### src/rtl/core/gbr_pkg.sv
package gbr_pkg;

	localparam int CHAN_W = 8;
	localparam int PIX_W  = 3 * CHAN_W;
	localparam int CFG_W  = 12;
	localparam int CFG_IDX_W = 2;

	typedef logic [PIX_W-1:0] pix_t;
	typedef logic [CFG_W-1:0] cfg_word_t;

	// Register indexes on the configuration port
	localparam logic [CFG_IDX_W-1:0] REG_IMAGE_WIDTH  = 2'd0;
	localparam logic [CFG_IDX_W-1:0] REG_IMAGE_HEIGHT = 2'd1;
	localparam logic [CFG_IDX_W-1:0] REG_FIRST_ROW    = 2'd2;
	localparam logic [CFG_IDX_W-1:0] REG_END_ROW      = 2'd3;

	localparam cfg_word_t RST_IMAGE_WIDTH  = 12'd640;
	localparam cfg_word_t RST_IMAGE_HEIGHT = 12'd480;
	localparam cfg_word_t RST_FIRST_ROW    = 12'd0;
	localparam cfg_word_t RST_END_ROW      = 12'd2048;

	localparam int MIN_DIM = 3;

	// 1-2-1 kernel: weights sum to 16
	localparam int BLUR_SHIFT = 4;
	localparam int SUM_W = CHAN_W + BLUR_SHIFT;

	localparam int OFIFO_DEPTH = 4;
	localparam int OFIFO_CNT_W = $clog2(OFIFO_DEPTH + 1);

	// One line-buffer entry: the pixel of the row above and of the current row
	typedef struct packed {
		pix_t above;
		pix_t cur;
	} line_entry_t;

	typedef struct packed {
		logic [CHAN_W-1:0] a;
		logic [CHAN_W-1:0] b;
		logic [CHAN_W-1:0] c;
		logic              last;
	} out_item_t;

endpackage

### src/rtl/core/gbr_window.sv
module gbr_window (
	input  logic          clk,
	input  logic          arst_n,
	input  logic          shift,
	input  gbr_pkg::pix_t above,
	input  gbr_pkg::pix_t cur,
	input  gbr_pkg::pix_t px,
	output gbr_pkg::pix_t center,
	output gbr_pkg::pix_t blur
);

	gbr_pkg::pix_t win_q [9];

	// index row*3+col, col 0 oldest
	always_ff @(posedge clk or negedge arst_n) begin
		if (!arst_n) begin
			for (int k = 0; k < 9; k++) begin
				win_q[k] <= '0;
			end
		end else if (shift) begin
			for (int k = 0; k < 3; k++) begin
				win_q[k*3]   <= win_q[k*3+1];
				win_q[k*3+1] <= win_q[k*3+2];
			end
			win_q[2] <= above;
			win_q[5] <= cur;
			win_q[8] <= px;
		end
	end

	assign center = win_q[4];

	always_comb begin
		logic [gbr_pkg::SUM_W-1:0] corners;
		logic [gbr_pkg::SUM_W-1:0] edges;
		logic [gbr_pkg::SUM_W-1:0] sum;
		blur = '0;
		for (int ch = 0; ch < 3; ch++) begin
			corners = gbr_pkg::SUM_W'(win_q[0][ch*gbr_pkg::CHAN_W +: gbr_pkg::CHAN_W])
				+ gbr_pkg::SUM_W'(win_q[2][ch*gbr_pkg::CHAN_W +: gbr_pkg::CHAN_W])
				+ gbr_pkg::SUM_W'(win_q[6][ch*gbr_pkg::CHAN_W +: gbr_pkg::CHAN_W])
				+ gbr_pkg::SUM_W'(win_q[8][ch*gbr_pkg::CHAN_W +: gbr_pkg::CHAN_W]);
			edges = gbr_pkg::SUM_W'(win_q[1][ch*gbr_pkg::CHAN_W +: gbr_pkg::CHAN_W])
				+ gbr_pkg::SUM_W'(win_q[3][ch*gbr_pkg::CHAN_W +: gbr_pkg::CHAN_W])
				+ gbr_pkg::SUM_W'(win_q[5][ch*gbr_pkg::CHAN_W +: gbr_pkg::CHAN_W])
				+ gbr_pkg::SUM_W'(win_q[7][ch*gbr_pkg::CHAN_W +: gbr_pkg::CHAN_W]);
			sum = corners + (edges << 1)
				+ (gbr_pkg::SUM_W'(win_q[4][ch*gbr_pkg::CHAN_W +: gbr_pkg::CHAN_W]) << 2);
			blur[ch*gbr_pkg::CHAN_W +: gbr_pkg::CHAN_W] =
				sum[gbr_pkg::BLUR_SHIFT +: gbr_pkg::CHAN_W];
		end
	end

endmodule

### config.mk
export PLATFORM = sky130hd
export DESIGN_NAME = gbr_window
export DESIGN_NICKNAME = d
export VERILOG_FILES = /design/src/rtl/core/gbr_pkg.sv /design/src/rtl/core/gbr_window.sv
export SDC_FILE = /design/constraint.sdc
export NUM_CORES = 1
export LEC_CHECK = 0
export BUFFER_PORTS_ARGS = -buffer_cell sky130_fd_sc_hd__buf_2
export CAP_MARGIN = 15
export CORE_MARGIN = 2
export CORE_UTILIZATION = 35
export CTS_BUF_LIST = sky130_fd_sc_hd__clkbuf_8
export DETAILED_ROUTE_END_ITERATION = 6
export GPL_ROUTABILITY_DRIVEN = 0
export SETUP_SLACK_MARGIN = 0.3
export SLEW_MARGIN = 10
export SYNTH_ARGS = -nofsm -noshare
export SYNTH_HDL_FRONTEND = slang
export SYNTH_SLANG_ARGS = --single-unit
### constraint.sdc
create_clock -name clk -period 5.5 [get_ports clk]
set_clock_uncertainty 0.15 [all_clocks]
set_input_delay 0 -clock clk [delete_from_list [all_inputs] [get_ports clk]]
set_output_delay 0 -clock clk [all_outputs]
set_load 0.05 [all_outputs]
==> results.md, run 1 <==
* Routed Wire Length at 29800 um
* Sequential area share after synthesis at 40.0%
* EDFF count, synth at 0
* Drt first-iter violations at 334
* Mapped Nets at 1471
* Io pins at 123
* Nets at 1841
* # port buffers at 122
* Remaining routing DRC violations at 0
* Synth cell count leaders: inv_1, dfrtp_1, fa_1
* Crit-path slowest cell: fa_2
* Initial antenna violation count at 0
* Worst Setup Slack, final at -0.622 ns
* Setup slack, reg-to-reg at 3.90 ns
* RSZ-0062 raised after global routing: yes
* Vias per cell at 4.47
* Detailed-route via count at 9432
* Pins over their slew limit at 0
* Synth warnings at 0
* Crit share post-route at 111%
* Crit path kind: flop to primary output
* Routed len/inst at 14.1 um
* Slew margin rel. at 37.6%
* Worst EP required at 5.35 ns
* Die Width at 201 um
* Maximum clock rate at 0.163 GHz
* Status: finished, violations left
* Number of distinct library cells after synthesis at 46
* Final setup violation count at 13
* DRT Pass-1 Iters at 6
* CTS buffer count at 42
* Synth top area share at 40.0%
* Critical path peak fanout at 2
* Reg clk slew, reported paths at 0.05 ns
* Worst-case clock buffer depth at 3
* Least-Margin Pin Slew at 0.936 ns
* Die height at 201 um
* Grt ovf at 0
* Asr flop ratio synth at 100%
* Clock latency on the worst-skew pair at 0.58 ns
* Max stage delay on crit path at 0.57 ns
* CTS tree: yes
* Synth area leaders: dfrtp_1, fa_1, mux2_2
* Max Cap Viol at 0
* Post-synth top flop: dfrtp_1
* Tmin final at 6.12 ns
* Synth-to-layout area growth at 37.6%
* Avg Inst Size Synth at 11.3 um2
* Type of origin of the critical path: flop
* Antenna-violating nets left at 0
* Initial Util at 35.2%
* Antenna diodes at 0
* Die ar. at 40200 um2
* Mapped Area at 13500 um2
* GR Util All Layers at 15.2%
* Synth Instances at 1195
* Core Area at 38400 um2
* R2R cell count at 5
* Crit. End Element: primary output
* Largest net degree at the start of global routing at 172
* Crit path depth at 20
* First-pass GRT wire length at 50100 um
* CP Buf/Inv Count at 4
* Type of the worst min-delay path: input port to flop
* Area leader, netlist: dfrtp_1
* Hold depth at 4
* Final hold slack at 0.0598 ns
* CTS Sinks at 216
* Clk Tree Root Cell: clkbuf_8
* Cell Chain, Critical Path: inv_2, fa_2, fa_1, inv_1, ha_2, fa_2, a21o_1, a21oi_2, xor2_1, fa_1, fa_2, fa_1, inv_2, ha_4, a21o_1, a211oi_2, o31ai_4, a21oi_4, xor2_4, buf_6
* H-Tree Depth at 2
* Arrival @ worst endpoint at 5.97 ns
* Vias in the first global route at 10200
* Most frequent cell after synthesis: inv_1
* Post-detailed-placement half-perimeter wirelength at 19500 um
* FF+latch count, synth at 216
* Violated checks: negative setup slack
* Crit-path leading delay family: adder cells
* Share of layout cells above drive strength 1 at 31.5%
* Row count at 72
* Fin. Hold Viols at 0
[cell type report]
cell class / count / area [um2]
repair buffers: 384 / 3270
flip-flops and latches: 216 / 5410
well taps: 518 / 648
clock inverters: 19 / 104
clock buffers: 52 / 716
fillers: 3517 / 19800
inverters: 221 / 830
multi-input cells: 700 / 7640
[sequential cells by signal, indices dropped and copies added (netlist names)]
register,cells
center,24
win_q,192
[cell usage in the layout (no fill, tap or decap), types with 15 or more instances in the layout]
master,instances
dfrtp_1,216
inv_1,212
dlygate4sd3_1,174
fa_1,123
mux2_2,122
nand2_1,102
o21ai_0,98
buf_2,98
buf_4,71
ha_1,54
clkbuf_8,52
buf_6,36
inv_2,24
xor2_1,15
[per-stage QoR]
step / TNS [ns] / setup WS, ns / utilization, % / instance area [um2] / instances
after floorplan: -0.138 / -0.0788 / - / 13700 / 1195
after global placement: -0.577 / -0.173 / 39.5 / 15100 / 1836
after detailed placement: -0.924 / -0.219 / 39.5 / 15100 / 1836
after CTS: -5.85 / -0.658 / 47.7 / 18300 / 2096
after global routing: -9.09 / -0.854 / 48.5 / 18600 / 2110
final: -5.45 / -0.622 / 48.5 / 18600 / 2110
[cells by family (layout without fill, tap and decap cells)]
group	after synthesis	after routing	share of synthesized area [%]
compound gates	179	179	7.83
mux	122	122	10.2
buf+inv	279	676	8.51
fa+ha+maj	201	201	25.8
simple gates	155	155	4.95
xor+xnor	43	43	2.78
flops	216	216	40.0
[path summary, 6_finish.rpt]
check	startpoint	to
max	win_q[121]	blur[7]
min	above[8]	win_q[152]
max reg2reg	win_q[73]	win_q[73]
min reg2reg	win_q[182]	win_q[206]
max in group asynchronous	arst_n	win_q[128]
min in group asynchronous	arst_n	win_q[16]
[routing by layer]
layer	routed length (um)	part of all wire [%]	track usage (%)	up-vias
met2	14500	49	25.1	139
met5	0	0	0	-
met4	810	2.7	5.95	0
li1	-	-	-	4544
met3	1050	3.5	2.50	57
met1	13400	45	20.1	4692
[timing repair]
item	in CTS	in global routing
hold endpoints to repair	289	0
setup buffers	14	14
pin swaps	74	51
gates resized for setup	121	43
setup endpoints to repair	22	22
hold buffers	175	0
[worst register-to-register path, stage by stage, from the launching register on]
cell and delay [ns]:
dfrtp_1 0.35, inv_2 0.05, buf_4 0.12, buf_4 0.11
o21ai_0 0.17, dlygate4sd3_1 0.58
Power of run 1 is not shown: default switching activity piles up to over one toggle a cycle in this logic, so the estimate is an artifact.
==> run 2: changes to the inputs <==
Clock period 5.5 ns to 6.8 ns, I/O delays scaled along.
==> run 2 against run 1 <==
The run now ends clean. Sequential cell count stayed put. Register-to-register slack better by 1.4 ns. Sequential share of layout area is 2.3 points higher. Setup slack better by 1.2 ns. Non-clock buffer count is 83 lower. Wire length is 5.8% lower. Cell count is 4.0% lower. First-iteration DRC count is 10% higher. Via count is 4.2% lower. Utilization is 3.6 points lower. Clock-buffer cell count is 4 higher. Largest cell class unchanged.
==> results.md, run 2 (same netlist as run 1, synthesis figures left out) <==
* Status: finished, final reports clean
* Worst EP required at 6.65 ns (+1.30 ns)
* First-pass GRT wire length at 48400 um (-3.3%)
* Die ar. at 40200 um2 (unchanged)
* Final setup violation count at 0 (-13)
* Fill count at 3636 (+3.4%)
* Die height at 201 um (unchanged)
* Maximum clock rate at 0.161 GHz
* Antenna-violating nets left at 0 (unchanged)
* Type of the worst min-delay path: input port to flop
* Vias in the first global route at 9945 (-2.6%)
* Drt first-iter violations at 368 (+10%)
* Row count at 72 (unchanged)
* Initial Util at 35.2% (unchanged)
* Setup TNS at 0 ns (+5.45 ns)
* Detailed-route via count at 9034 (-4.2%)
* DRT Pass-1 Iters at 4 (-2)
* Initial antenna violation count at 0 (unchanged)
* Arrival @ worst endpoint at 6.07 ns (+0.10 ns)
* Vias per cell at 4.46 (-0.20%)
* H-Tree Depth at 2 (unchanged)
* Remaining routing DRC violations at 0 (unchanged)
* Core Area at 38400 um2 (unchanged)
* # port buffers at 122 (unchanged)
* Crit share post-route at 91.5%
* Met1 Wirelength at 12600 um (-5.4%)
* Routed len/inst at 13.8 um (-1.8%)
* Top reg by flops: win_q
* Pins over their slew limit at 0 (unchanged)
* Grt ovf at 0 (unchanged)
* Reg clk slew, reported paths at 0.05 ns (about the same)
* Slew margin rel. at 32.7% (-4.9 points)
* Crit. End Element: primary output
* Io pins at 123 (unchanged)
* Commonest non-fill, non-tap cell in the layout: inv_1
* Routed wl met3 at 1030 um (-2.3%)
* Routed Wire Length at 28000 um (-5.8%)
* Tmin final at 6.22 ns
* Crit path kind: flop to primary output
* Final hold slack at 0.0594 ns (-0.000441 ns)
* Max FFs per register at 192 (unchanged)
* Least-Margin Pin Slew at 1.01 ns (+0.0738 ns)
* Largest net degree at the start of global routing at 158 (-8.1%)
* Fin. Hold Viols at 0 (unchanged)
* Max Cap Viol at 0 (unchanged)
* Critical path peak fanout at 4 (+2)
* Type of origin of the critical path: flop
* GR Util All Layers at 14.7% (-0.51 points)
* Share of layout cells above drive strength 1 at 22.1% (-9.4 points)
* RSZ-0062 raised after global routing: yes
* Most frequent cells in the layout: inv_1, dfrtp_1, dlygate4sd3_1, fa_1, mux2_2
* CTS Sinks at 216 (unchanged)
* Synth-to-layout area growth at 27.5%
* Highest routed layer: met4
* Die Width at 201 um (unchanged)
* CTS tree: yes
* Met2 Wirelength at 13700 um (-6.0%)
* Clk Tree Root Cell: clkbuf_8
* CTS buffer count at 43 (+2.4%)
* Nets at 1759 (-4.5%)
* Antenna diodes at 0 (unchanged)
* Worst-case clock buffer depth at 3 (unchanged)
* Post-detailed-placement half-perimeter wirelength at 19300 um (-1.1%)
* Clock latency on the worst-skew pair at 0.58 ns (about the same)
run 2: cell types whose count changed in the layout (fill, tap and decap cells not counted), sizes merged:
cell / change
clkbuf: +5
bufinv: -1
inv: -5
buf: -84
run 2: final timing paths:
kind                            start          to  slack [ns]  depth (start not counted)
hold reg to reg            win_q[182]  win_q[206]        0.33                          2
setup reg to reg             win_q[4]    win_q[4]        5.26                          2
max in group asynchronous      arst_n   win_q[72]        5.50                          4
min in group asynchronous      arst_n  win_q[160]        0.41                          4
hold / removal                  px[9]    win_q[9]        0.06                          3
setup / recovery            win_q[73]     blur[5]        0.58                         19
run 2: area by class of cell:
class	instances	area [um2]	area share, %
multi-input cells	700	7070	41.0
flip-flops and latches	216	5410	31.3
repair buffers	301	2460	14.3
inverters	221	830	4.81
clock buffers	56	771	4.47
well taps	518	648	3.76
clock inverters	13	60.1	0.348
run 2: worst max-delay path, stage by stage, from the launching register on:
cell	delay, ns
dfrtp_1	0.37
inv_1	0.10
fa_1	0.44
fa_1	0.49
inv_1	0.04
ha_1	0.20
fa_2	0.36
buf_4	0.14
xnor2_1	0.16
fa_1	0.45
fa_1	0.47
fa_1	0.54
inv_1	0.04
ha_1	0.34
a21o_1	0.20
a41oi_2	0.34
o21ai_0	0.21
a21oi_1	0.20
xnor2_1	0.12
buf_2	0.27
run 2: what timing repair did:
action	CTS	global route
hold endpoints to repair	362	0
gates resized for setup	6	19
pin swaps	0	14
hold buffers	175	0
endpoints found under the setup margin	3	10
buffers inserted	0	2
run 2: stage by stage:
step / cells / utilization (%) / instance area, um2 / worst slack, ns
after detailed placement: 1779 / 37.8 / 14500 / 0.850
after global routing: 2025 / 44.9 / 17200 / 0.299
after floorplan: 1195 / - / 13500 / 0.371
after global placement: 1779 / 37.8 / 14500 / 0.948
after CTS: 2023 / 44.7 / 17200 / 0.286
final: 2025 / 44.9 / 17200 / 0.577
run 2: routing by layer:
layer  up-vias  global-route usage (%)
met3        52                    2.66
met5         -                       0
met2       138                    24.9
met4         0                    5.42
li1       4393                       -
met1      4451                    18.9
Power of run 2 is left out for the same reason.
