--- src/rtl/core/gbr_pkg.sv ---
package gbr_pkg;

	localparam int CHAN_W = 8;
	localparam int PIX_W  = 3 * CHAN_W;
	localparam int CFG_W  = 12;
	localparam int CFG_IDX_W = 2;

	typedef logic [PIX_W-1:0] pix_t;
	typedef logic [CFG_W-1:0] cfg_word_t;

	// Register indexes on the configuration port
	localparam logic [CFG_IDX_W-1:0] REG_IMAGE_WIDTH  = 2'd0;
	localparam logic [CFG_IDX_W-1:0] REG_IMAGE_HEIGHT = 2'd1;
	localparam logic [CFG_IDX_W-1:0] REG_FIRST_ROW    = 2'd2;
	localparam logic [CFG_IDX_W-1:0] REG_END_ROW      = 2'd3;

	localparam cfg_word_t RST_IMAGE_WIDTH  = 12'd640;
	localparam cfg_word_t RST_IMAGE_HEIGHT = 12'd480;
	localparam cfg_word_t RST_FIRST_ROW    = 12'd0;
	localparam cfg_word_t RST_END_ROW      = 12'd2048;

	localparam int MIN_DIM = 3;

	// 1-2-1 kernel: weights sum to 16
	localparam int BLUR_SHIFT = 4;
	localparam int SUM_W = CHAN_W + BLUR_SHIFT;

	localparam int OFIFO_DEPTH = 4;
	localparam int OFIFO_CNT_W = $clog2(OFIFO_DEPTH + 1);

	// One line-buffer entry: the pixel of the row above and of the current row
	typedef struct packed {
		pix_t above;
		pix_t cur;
	} line_entry_t;

	typedef struct packed {
		logic [CHAN_W-1:0] a;
		logic [CHAN_W-1:0] b;
		logic [CHAN_W-1:0] c;
		logic              last;
	} out_item_t;

endpackage

--- src/rtl/core/gbr_out_fifo.sv ---
module gbr_out_fifo (
	input  logic                               clk,
	input  logic                               arst_n,
	input  logic                               push,
	input  gbr_pkg::out_item_t                 push_item,
	input  logic                               pop,
	output gbr_pkg::out_item_t                 head,
	output logic [gbr_pkg::OFIFO_CNT_W-1:0]    count
);

	localparam int PTR_W = $clog2(gbr_pkg::OFIFO_DEPTH);

	gbr_pkg::out_item_t           buf_q [gbr_pkg::OFIFO_DEPTH];
	logic [PTR_W-1:0]             wr_ptr_q;
	logic [PTR_W-1:0]             rd_ptr_q;
	logic [gbr_pkg::OFIFO_CNT_W-1:0] count_q;

	always_ff @(posedge clk) begin
		if (push) begin
			buf_q[wr_ptr_q] <= push_item;
		end
	end

	always_ff @(posedge clk or negedge arst_n) begin
		if (!arst_n) begin
			wr_ptr_q <= '0;
			rd_ptr_q <= '0;
			count_q  <= '0;
		end else begin
			if (push) begin
				wr_ptr_q <= (32'(wr_ptr_q) == gbr_pkg::OFIFO_DEPTH - 1) ? '0
					: wr_ptr_q + PTR_W'(1);
			end
			if (pop) begin
				rd_ptr_q <= (32'(rd_ptr_q) == gbr_pkg::OFIFO_DEPTH - 1) ? '0
					: rd_ptr_q + PTR_W'(1);
			end
			if (push && !pop) begin
				count_q <= count_q + gbr_pkg::OFIFO_CNT_W'(1);
			end else if (pop && !push) begin
				count_q <= count_q - gbr_pkg::OFIFO_CNT_W'(1);
			end
		end
	end

	assign head  = buf_q[rd_ptr_q];
	assign count = count_q;

endmodule
--- config.mk ---
export PLATFORM = sky130hd
export DESIGN_NAME = gbr_out_fifo
export DESIGN_NICKNAME = d
export VERILOG_FILES = /design/src/rtl/core/gbr_pkg.sv /design/src/rtl/core/gbr_out_fifo.sv
export SDC_FILE = /design/constraint.sdc
export NUM_CORES = 1
export LEC_CHECK = 0
export BUFFER_PORTS_ARGS = -buffer_cell sky130_fd_sc_hd__buf_2
export CAP_MARGIN = 20
export CORE_MARGIN = 4
export CORE_UTILIZATION = 61
export CTS_CLUSTER_SIZE = 20
export DETAILED_ROUTE_END_ITERATION = 10
export PLACE_DENSITY = 0.84
export SETUP_SLACK_MARGIN = 0.5
export SYNTH_ARGS = -nofsm -noshare
export SYNTH_HDL_FRONTEND = slang
export SYNTH_SLANG_ARGS = --single-unit
--- constraint.sdc ---
create_clock -name clk -period 3 [get_ports clk]
set_input_delay 0 -clock clk [delete_from_list [all_inputs] [get_ports clk]]
set_output_delay 0 -clock clk [all_outputs]
set_load 0.01 [all_outputs]
==> results.ini, run 1 <==
[critical_path]
critPathKind = reg -> out
cp_cell_sequence = mux4_1 -> buf_2
endpoint_kind = primary output
path_buf_inv = 1
critPathMaxFanout = 28
crit_required_ns = 3.00
startpoint_type = register
crit_family = flip-flops
worst_ep_arrival_time_ns = 2.12
slowest_delay_ns = 0.94
cpMaxStageDelayCell = dfrtp_2

[grt]
grt_pass1_wl_mm = 10.49
grt_max_degree = 29
grt_overflow = 0
grt_pass1_vias = 2038
antenna_found_initial = 0
grtUsageTotal_pct = 18.66

[die]
io_pins = 57
dieArea_sq_um = 8017
die_x_um = 89.54
rows = 29
die_y_um = 89.54
core_sq_um = 6386
start_util_pct = 63.50

[place]
post-dp-hpwl_mm = 4.216
port_buffers = 56
place_ws_ns = 1.108
gp_congestion = 0.7200

[synthesis]
synth_area_per_cell_sq_um = 24.43
yosysSeqAreaShare_pct = 78.37
synth_cell_types = 19
netlist_area_sq_um = 4055
syn_inst = 166
synth-seq-cells = 107
ys.warnings.count = 0
syn_nets = 202

[timing]
worst_pin_slew_ns = 0.8638
period_share_pct = 70.71
hold_viol = 0
fin_crit_ns = 2.121
tns_ns = 0
max-slew-margin-rel_pct = 42.41
final-setup-viol-count = 0
max_freq_ghz = 0.4714
layout_setup_ws_ns = 0.8787
grt_setup_unrepaired = no
finalMaxSlewViolations = 0
skew_ns = 0.005310

[finish]
layout_commonest_cell = edfxtp_1
drive_above_1_share_pct = 35.71
nets = 297
final_cell_mix = 100 x edfxtp_1, 56 x buf_2, 29 x dlygate4sd3_1
synthToLayoutAreaGrowth_pct = 21.44
fillCellCount = 342
antennaDiodeCount = 0

[power]
p_int_w = 0.003043
combPwrFrac_pct = 26.2
p_leak_nw = 1.788
power.density_nw_per_um2 = 849.5
power_w = 0.004184
switchingPower_w = 0.001141
switching_share_pct = 27.26
pwr-share-seq_pct = 50.5
p_clk_share_pct = 23.3
vdd_drop_max_v = 0.0006065

[detailed_routing]
vias_per_cell = 5.650
drtAntennaViolNets = 0
post_drt_wl_per_cell_um = 19.24
vias = 1938
drtIter0Drc = 99
drc = 0
drt_pass1_iterations = 4
drt_wl_total_mm = 6.601

[clock_tree]
clock_sinks = 107
htreeDepth = 3
clock_latency_ns = 0.35
cts_buffer_depth = 2
numCtsBuffers = 9
cts-root-buf = clkbuf_8
clk_pin_slew_ns = 0.09
post_cts_buffers = 0
cts_tree = yes

[status]
status = completed

[hold_path]
hold_path.class = in -> reg

[flow_run]
drv_cap = 0

-- routing by layer --
layer	wire length (um)	vias to the layer above	global-route usage, %
met5	0	-	0
li1	-	881	-
met4	94	0	7.172
met2	3479	49	30.54
met3	275	9	3.410
met1	2752	999	25.41
-- repair_timing --
item                                   4_1_cts  5_1_grt
gates resized for setup                      0        0
endpoints found under the hold margin      111        0
hold buffers                                29        0
-- state kept, by name (all words and copies together) (netlist names) --
| name | count |
|---|---|
| buf_q | 100 |
| count | 3 |
| rd_ptr_q | 2 |
| wr_ptr_q | 2 |
-- path summary, 6_finish.rpt --
check	startpoint	end	slack (ns)	cells after the start
worst min-delay path	push_item[8]	buf_q[3][8]$_DFFE_PP_	0.41	2
max in group asynchronous	arst_n	rd_ptr_q[0]$_DFFE_PN0P_	2.10	3
worst max-delay path	rd_ptr_q[0]$_DFFE_PN0P_	head[20]	0.88	2
worst max register to register	wr_ptr_q[0]$_DFFE_PN0P_	buf_q[2][3]$_DFFE_PP_	1.13	4
min in group asynchronous	arst_n	count[0]$_DFFE_PN0P_	0.63	3
worst min register to register	count[2]$_DFFE_PN0P_	count[2]$_DFFE_PN0P_	0.48	1
-- per-stage QoR --
step                cell area (sq um)  std cells  hold WS [ns]  utilization (%)
CTS                              4925        343        0.3831            77.12
detailed placement               4404        298       -0.1579            68.97
finish                           4925        343        0.4058            77.12
floorplan                        4055        166       -0.2956                -
global placement                 4404        298       -0.1568            68.97
global route                     4925        343        0.4022            77.12
-- area by class of cell --
| class | instances | area, sq um | share of cell area [%] |
|---|---|---|---|
| inverter | 4 | 15.01 | 0.3049 |
| clock inverter | 7 | 106.4 | 2.160 |
| sequential | 107 | 3179 | 64.56 |
| multi-input combinational | 49 | 795.8 | 16.16 |
| clock buffer | 9 | 123.9 | 2.515 |
| timing repair buffer | 90 | 608.1 | 12.35 |
| tap | 77 | 96.34 | 1.956 |
-- power by group through the flow --
stage / Combinational [W] / Sequential (W) / Clock [W]
after floorplan: 0.000840 / 0.00203 / 0
after global placement: 0.00106 / 0.00214 / 0
after detailed placement: 0.00108 / 0.00216 / 0
after CTS: 0.00112 / 0.00212 / 0.000999
after global routing: 0.00120 / 0.00216 / 0.00106
final: 0.00110 / 0.00211 / 0.000973
-- worst reg2reg max path, stage by stage, from the launching register on --
cell and delay, ns:
dfrtp_1 0.42, inv_1 0.12, ha_1 0.15, and2_1 0.52
buf_4 0.35
-- Yosys cell counts (all sizes together) --
cell | instances | area share [%]
mux4 | 25 | 15
o21ai | 2 | 0.25
nor3 | 1 | 0.12
inv | 4 | 0.37
dfrtp | 7 | 4.3
fa | 1 | 0.49
edfxtp | 100 | 74
mux2 | 2 | 0.56
and2 | 4 | 0.62
buf | 6 | 1.6
xnor2 | 1 | 0.22
ha | 6 | 1.9
nand2 | 2 | 0.19
xor2 | 2 | 0.43
a21o | 1 | 0.19
nor2 | 2 | 0.19
-- kinds of logic (layout without fill, tap and decap cells) --
family / Yosys count / count (layout) / synth area share, %
AO/OA/AOI/OAI: 3 / 3 / 0.4320
buffers and inverters: 10 / 110 / 2.005
flip-flops: 107 / 107 / 78.37
multiplexers: 27 / 27 / 15.09
AND/OR/NAND/NOR: 9 / 9 / 1.111
XOR/XNOR: 3 / 3 / 0.6481
adder cells (fa/ha/maj): 7 / 7 / 2.345
Power figures use the tool's default switching activity.
==> inputs of run 2 (changes only) <==
--- a/config.mk
+++ b/config.mk
@@ -8,10 +8,10 @@
 export BUFFER_PORTS_ARGS = -buffer_cell sky130_fd_sc_hd__buf_2
 export CAP_MARGIN = 20
 export CORE_MARGIN = 4
-export CORE_UTILIZATION = 61
+export CORE_UTILIZATION = 56
 export CTS_CLUSTER_SIZE = 20
 export DETAILED_ROUTE_END_ITERATION = 10
-export PLACE_DENSITY = 0.84
+export PLACE_DENSITY = 0.78
 export SETUP_SLACK_MARGIN = 0.5
 export SYNTH_ARGS = -nofsm -noshare
 export SYNTH_HDL_FRONTEND = slang
==> constraint.sdc (replaced) <==
create_clock -name clk -period 2 [get_ports clk]
set_input_delay 0 -clock clk [delete_from_list [all_inputs] [get_ports clk]]
set_output_delay 0 -clock clk [all_outputs]
set_load 0.01 [all_outputs]
==> run 2 against run 1 <==
Wire length increased by 2.7%. Total power increased by 53%. Flip-flop and latch count unchanged. Count of clock-buffer cells in the layout increased by 3. First-iteration DRC count decreased by 23%. Combinational power increased by 96%. Design area increased by 2.8%. Sequential power increased by 44%.
==> results.ini, run 2 (synthesis results as in run 1) <==
[status]
status = completed

[clock_tree]
htreeDepth = 3  ; unchanged
clk_pin_slew_ns = 0.08  ; about the same
numCtsBuffers = 9  ; unchanged
clock_latency_ns = 0.35  ; about the same
cts_tree = yes
cts-root-buf = clkbuf_8
cts_buffer_depth = 2  ; unchanged
clock_sinks = 107  ; unchanged

[place]
gp_congestion = 0.7064  ; -1.9%
port_buffers = 56  ; unchanged
dpl_cell_area_sq_um = 4501  ; +2.2%
placedCellCount = 321  ; +7.7%
post-dp-hpwl_mm = 4.383  ; +4.0%

[die]
dieArea_sq_um = 8667  ; +8.1%
io_pins = 57  ; unchanged
core_sq_um = 6907  ; +8.2%
die_y_um = 93.10  ; +4.0%
die_x_um = 93.10  ; +4.0%
rows = 30  ; +3.4%
start_util_pct = 58.71  ; -4.8 points

[finish]
nets = 303  ; +2.0%
regArea_sq_um = 3179  ; unchanged
post-route-util_pct = 73.30  ; -3.8 points
final_cell_mix = 100 x edfxtp_1, 48 x buf_2, 29 x dlygate4sd3_1
drive_above_1_share_pct = 41.18  ; +5.5 points
layout_commonest_cell = edfxtp_1
design_area_sq_um = 5062  ; +2.8%
largest-register = buf_q
antennaDiodeCount = 0  ; unchanged
synthToLayoutAreaGrowth_pct = 24.84
multi_input_area_sq_um = 778.2  ; -2.2%
fin_cells = 368  ; +7.3%
largest_reg_flops = 100  ; unchanged
fillCellCount = 424  ; +24%

[timing]
hold_viol = 0  ; unchanged
period_share_pct = 83.81
fin_hold_ws_ns = 0.02249  ; -0.3833 ns
final-setup-viol-count = 0  ; unchanged
grt_setup_unrepaired = yes
max_freq_ghz = 0.5966
worst_pin_slew_ns = 0.3258  ; -0.5380 ns
tns_ns = 0  ; unchanged
skew_ns = 0.009161  ; +0.003851 ns
fin_crit_ns = 1.676
max-slew-margin-rel_pct = 78.21  ; +36 points
finalMaxSlewViolations = 0  ; unchanged

[critical_path]
cp_cell_sequence = buf_12 -> mux4_2 -> buf_2
critPathMaxFanout = 10  ; -64%
critPathKind = reg -> out
endpoint_kind = primary output
cpMaxStageDelayCell = mux4_2
crit_required_ns = 2.00  ; -1.00 ns
crit_family = multiplexers
worst_ep_arrival_time_ns = 1.68  ; -0.44 ns
path_buf_inv = 2  ; +1
slowest_delay_ns = 0.53  ; -0.41 ns
startpoint_type = register

[power]
p_leak_nw = 1.813  ; +1.3%
power.density_nw_per_um2 = 1267  ; +49%
vdd_drop_max_v = 0.0006885  ; +14%

[detailed_routing]
vias_per_cell = 5.283  ; -6.5%
drt_pass1_iterations = 4  ; unchanged
vias = 1944  ; +0.31%
post_drt_wl_per_cell_um = 18.43  ; -4.3%
drc = 0  ; unchanged
drtAntennaViolNets = 0  ; unchanged
drt_wl_total_mm = 6.781  ; +2.7%
drtIter0Drc = 76  ; -23%

[grt]
grt_pass1_vias = 2058  ; +0.98%
antenna_found_initial = 0  ; unchanged
grt_pass1_wl_mm = 10.48  ; -0.12%
grt_overflow = 0  ; unchanged
grtUsageTotal_pct = 16.53  ; -2.1 points
grt_max_degree = 19  ; -34%

[flow_run]
drv_cap = 0  ; unchanged

[hold_path]
hold_path.class = in -> reg

run 2: cell types whose count changed in the layout (fill, tap and decap cells not counted), moves of 3 or more:
cell      before  now
clkinv_1       3    0
buf_6          0    8
and2_1         4    0
buf_2         56   48
and2_4         0    3
buf_12         0    5
mux4_2        18   25
clkbuf_1       0    3
mux4_1         7    0
run 2: final cells by class:
cell class,instances,share of cell area [%]
sequential,107,62.80
multi-input combinational,49,15.37
timing repair buffer,96,15.47
clock buffer,12,2.669
clock inverter,4,1.013
inverter,4,0.2966
tap,96,2.373
run 2: timing repair:
item	4_1_cts	5_1_grt
setup endpoints to repair	39	57
pin swaps	0	0
cloned	0	1
hold endpoints to repair	110	0
hold buffers	29	0
buffers inserted	0	1
resized for setup	5	19
run 2: metrics by stage:
step	setup slack, ns	power [W]
2_1_floorplan	0.6281	0.004299
3_3_place_gp	0.5301	0.004900
3_5_place_dp	0.4493	0.004949
4_1_cts	0.3003	0.006243
5_1_grt	0.2715	0.006740
6_report	0.3239	0.006416
run 2: final timing paths:
check / to / depth (start not counted) / slack, ns / startpoint
hold / removal: rd_ptr_q[0]$_DFFE_PN0P_ / 3 / 0.02 / pop
setup reg to reg: rd_ptr_q[1]$_DFFE_PN0P_ / 4 / 0.57 / rd_ptr_q[0]$_DFFE_PN0P_
setup / recovery: head[1] / 3 / 0.32 / rd_ptr_q[0]$_DFFE_PN0P_
hold reg to reg: count[2]$_DFFE_PN0P_ / 1 / 0.49 / count[2]$_DFFE_PN0P_
min in group asynchronous: count[2]$_DFFE_PN0P_ / 3 / 0.60 / arst_n
max in group asynchronous: rd_ptr_q[0]$_DFFE_PN0P_ / 3 / 1.13 / arst_n
run 2: metal layers:
| layer | GRT usage [%] | share of wire, % |
|---|---|---|
| met4 | 5.495 | 1.3 |
| met1 | 20.45 | 41 |
| met2 | 28.91 | 52 |
| met3 | 3.781 | 5.1 |
| met5 | 0 | 0 |
run 2: where the power goes:
group / switching (W) / internal (W)
Combinational: 0.000985 / 0.00117
Sequential: 0.000148 / 0.00288
Clock: 0.000645 / 0.000581
Total: 0.00178 / 0.00464
run 2: tightest hold or removal path, cell delays in order:
cell	delay, ns
buf_2	0.11
inv_1	0.10
a21o_1	0.13
==> inputs of run 3 (changes only) <==
--- a/config.mk
+++ b/config.mk
@@ -5,13 +5,14 @@
 export SDC_FILE = /design/constraint.sdc
 export NUM_CORES = 1
 export LEC_CHECK = 0
+export ABC_AREA = 1
 export BUFFER_PORTS_ARGS = -buffer_cell sky130_fd_sc_hd__buf_2
 export CAP_MARGIN = 20
 export CORE_MARGIN = 4
-export CORE_UTILIZATION = 56
+export CORE_UTILIZATION = 52
 export CTS_CLUSTER_SIZE = 20
 export DETAILED_ROUTE_END_ITERATION = 10
-export PLACE_DENSITY = 0.78
+export PLACE_DENSITY = 0.76
 export SETUP_SLACK_MARGIN = 0.5
 export SYNTH_ARGS = -nofsm -noshare
 export SYNTH_HDL_FRONTEND = slang
==> constraint.sdc (replaced) <==
create_clock -name clk -period 1.5 [get_ports clk]
set_input_delay 0 -clock clk [delete_from_list [all_inputs] [get_ports clk]]
set_output_delay 0 -clock clk [all_outputs]
set_load 0.01 [all_outputs]
==> run 3 against run 2 <==
Total power is 71% higher. Clock power is 43% higher. Critical path type unchanged. Non-clock buffer count is 40 higher. Setup slack worse by 0.53 ns. Via count is 65% higher. Worst hold slack better by 0.018 ns. Largest cell class unchanged. First-iteration DRC count grew to 4.0 times the previous value. Design area is 22% higher. Highest routed layer unchanged. The flow now finishes with violations (setup timing). Sequential power is 34% higher. Synthesized cell count is 110% higher. Global-route usage is 4.5 points higher.
==> results.ini, run 3 <==
[critical_path]
reg2reg_slack_ns = -0.01  ; -0.58 ns
r2r-end = buf_q[3][22]$_DFFE_PP_
slowest_delay_ns = 0.50  ; -0.03 ns
critPathMaxFanout = 6  ; -4
r2r-start = wr_ptr_q[1]$_DFFE_PN0P_
cp_cell_sequence = inv_8 -> buf_16 -> o211ai_1 -> nand2_1 -> buf_2
worst_ep_arrival_time_ns = 1.70  ; +0.02 ns
endpoint_kind = primary output
startpoint_type = register
reg2reg_depth = 6  ; +2
critPathKind = reg -> out
cpMaxStageDelayCell = dfrtp_2
setup.worst_path.start = rd_ptr_q[0]$_DFFE_PN0P_
path_buf_inv = 3  ; +1
crit_family = flip-flops
crit_required_ns = 1.50  ; -0.50 ns

[hold_path]
hold_start = push
hold_end = wr_ptr_q[0]$_DFFE_PN0P_
hold_path.class = in -> reg
min_path_cells = 3  ; unchanged

[timing]
finalMaxSlewViolations = 0  ; unchanged
hold_viol = 0  ; unchanged
tns_ns = -2.590  ; -2.590 ns
fin_crit_ns = 1.704
max_freq_ghz = 0.5868
max-slew-margin-rel_pct = 78.19  ; about the same
final-setup-viol-count = 38  ; +38
worst_pin_slew_ns = 0.3261  ; +0.0003185 ns
layout_setup_ws_ns = -0.2041  ; -0.5280 ns
grt_setup_unrepaired = yes
period_share_pct = 113.6
skew_ns = 0.008161  ; -0.001000 ns

[clock_tree]
clock_sinks = 107  ; unchanged
cts-root-buf = clkbuf_8
numCtsBuffers = 9  ; unchanged
htreeDepth = 3  ; unchanged
cts_buffer_depth = 2  ; unchanged
clock_latency_ns = 0.38  ; +0.03 ns
cts_tree = yes
clk_pin_slew_ns = 0.10  ; +0.02 ns

[detailed_routing]
met3WireLength_um = 861  ; +150%
drc = 0  ; unchanged
drt_pass1_iterations = 5  ; +1
post_drt_wl_per_cell_um = 20.61  ; +12%
wirelength_met1_mm = 4.513  ; +62%
drt_wl_total_mm = 12.03  ; +77%
vias = 3203  ; +65%
dr.max_layer_used = met4
drtAntennaViolNets = 0  ; unchanged
wl_met2_mm = 6.197  ; +74%
vias_per_cell = 5.485  ; +3.8%
drtIter0Drc = 302  ; +300%

[synthesis]
async_reset_ff_share_pct = 6.542  ; unchanged
synth_area_per_cell_sq_um = 12.92  ; -47%
synth_area_leaders = edfxtp_1 68%, o211ai_1 8.5%, nand2_1 7.7%, inv_1 5.2%, dfrtp_1 4.0%
synth_edf_count = 100  ; unchanged
synth.most_common_cell = edfxtp_1
syn_nets = 378  ; +87%
yosysTopAreaCellShare_pct = 67.95  ; -6.1 points
synth-seq-cells = 107  ; unchanged
synth_cell_types = 18  ; -1
synth_top_cell_by_area = edfxtp_1
netlist_area_sq_um = 4419  ; +9.0%
ys.warnings.count = 0  ; unchanged
netlist_top_cells_count = 100 x edfxtp_1, 91 x nand2_1, 61 x inv_1
ys.flop_type = edfxtp_1
yosysSeqAreaShare_pct = 71.91  ; -6.5 points
syn_inst = 342  ; +110%

[finish]
final_cell_mix = 100 x edfxtp_1, 81 x nand2_1, 54 x inv_1, 54 x buf_2, 50 x o211ai_1
post-route-util_pct = 74.73  ; +1.4 points
regArea_sq_um = 3181  ; about the same
largest_reg_flops = 100  ; unchanged
fillCellCount = 457  ; +7.8%
layout_commonest_cell = edfxtp_1
synthToLayoutAreaGrowth_pct = 39.64
largest-register = buf_q
antennaDiodeCount = 0  ; unchanged
multi_input_area_sq_um = 965.9  ; +24%
drive_above_1_share_pct = 31.52  ; -9.7 points
fin_cells = 584  ; +59%
nets = 510  ; +68%

[power]
vdd_drop_max_v = 0.0009687  ; +41%
power_w = 0.01098  ; +71%
power.density_nw_per_um2 = 1780  ; +40%
p_leak_nw = 2.585  ; +43%

[die]
rows = 33  ; +10%
start_util_pct = 53.52  ; -5.2 points
dieArea_sq_um = 10040  ; +16%
io_pins = 57  ; unchanged
core_sq_um = 8258  ; +20%
die_x_um = 100.2  ; +7.6%
die_y_um = 100.2  ; +7.6%

[grt]
grt_pass1_wl_mm = 15.70  ; +50%
grt_overflow = 0  ; unchanged
grt_pass1_vias = 3034  ; +47%
grtUsageTotal_pct = 21.03  ; +4.5 points
antenna_found_initial = 0  ; unchanged
grt_max_degree = 29  ; +10

[place]
placedCellCount = 500  ; +56%
port_buffers = 56  ; unchanged
post-dp-hpwl_mm = 5.365  ; +22%
gp_congestion = 0.7691  ; +8.9%

[status]
status = finished with violations
violations = setup timing

[flow_run]
drv_cap = 0  ; unchanged

## run 3: cell count changes after synthesis, sizes merged, moves of 2 or more
cell | previous run | this run
inv | 4 | 63
buf | 6 | 15
and2 | 4 | 0
mux2 | 2 | 0
xor2 | 2 | 0
o211ai | 0 | 50
o21ai | 2 | 4
mux4 | 25 | 0
nand2 | 2 | 91
## run 3: layout make-up
| cell class | instances | area share [%] |
|---|---|---|
| inverter | 63 | 4.278 |
| multi-input combinational | 156 | 15.65 |
| timing repair buffer | 136 | 22.97 |
| timing repair inverter | 1 | 0.1014 |
| clock inverter | 7 | 1.318 |
| clock buffer | 9 | 2.007 |
| sequential | 107 | 51.54 |
| tap | 105 | 2.129 |
## run 3: cell families (layout without fill, tap and decap cells)
logic type | Yosys count | after routing | synth area share [%]
buf+inv | 79 | 216 | 8.720
xor+xnor | 1 | 1 | 0.1982
simple gates | 94 | 94 | 8.069
compound gates | 54 | 54 | 8.947
fa+ha+maj | 7 | 7 | 2.152
flops | 107 | 107 | 71.91
## run 3: how the worst max path moves through the flow
stage / end / slack, ns / depth (start not counted)
4_1_cts: head[24] / -0.1 / 5
5_1_grt: head[8] / -0.25 / 5
3_5_place_dp: buf_q[0][9]$_DFFE_PP_ / 0.11 / 5
3_3_place_gp: buf_q[0][6]$_DFFE_PP_ / 0.13 / 5
6_report: head[8] / -0.20 / 5
2_1_floorplan: buf_q[0][0]$_DFFE_PP_ / 0.12 / 4
## run 3: per-layer routing
| layer | vias to the layer above | global-route usage, % |
|---|---|---|
| met5 | - | 0 |
| met4 | 0 | 9.119 |
| met3 | 35 | 4.031 |
| met2 | 175 | 36.14 |
| met1 | 1544 | 25.98 |
| li1 | 1449 | - |
## run 3: worst register-to-register path, delay by kind of cell, from the launching register on
kind / cells / cell delay [ns]
buf+inv: 4 / 0.60
flops: 1 / 0.43
fa+ha+maj: 1 / 0.17
simple gates: 1 / 0.07
## run 3: power breakdown
group	switching (W)	internal [W]
logic	0.00272	0.00244
registers	0.000220	0.00384
clock network	0.00109	0.000666
## run 3: timing repair
item                                   4_1_cts  5_1_grt
pin swaps                                    2       10
gates cloned                                 7        7
setup buffers                               17        7
hold buffers                                30        1
resized for setup                           41       22
setup endpoints to repair                  131      133
endpoints found under the hold margin      110        2
## run 3: through the flow
stage                     instance area, sq um  setup WS, ns  hold slack [ns]
after floorplan                           4456        0.1170          -0.2956
after global placement                    4903        0.1346          -0.1595
after detailed placement                  4903        0.1076          -0.1609
after CTS                                 5916      -0.09841        0.0009433
after global routing                      6171       -0.2479          0.05484
final                                     6171       -0.2041          0.04026
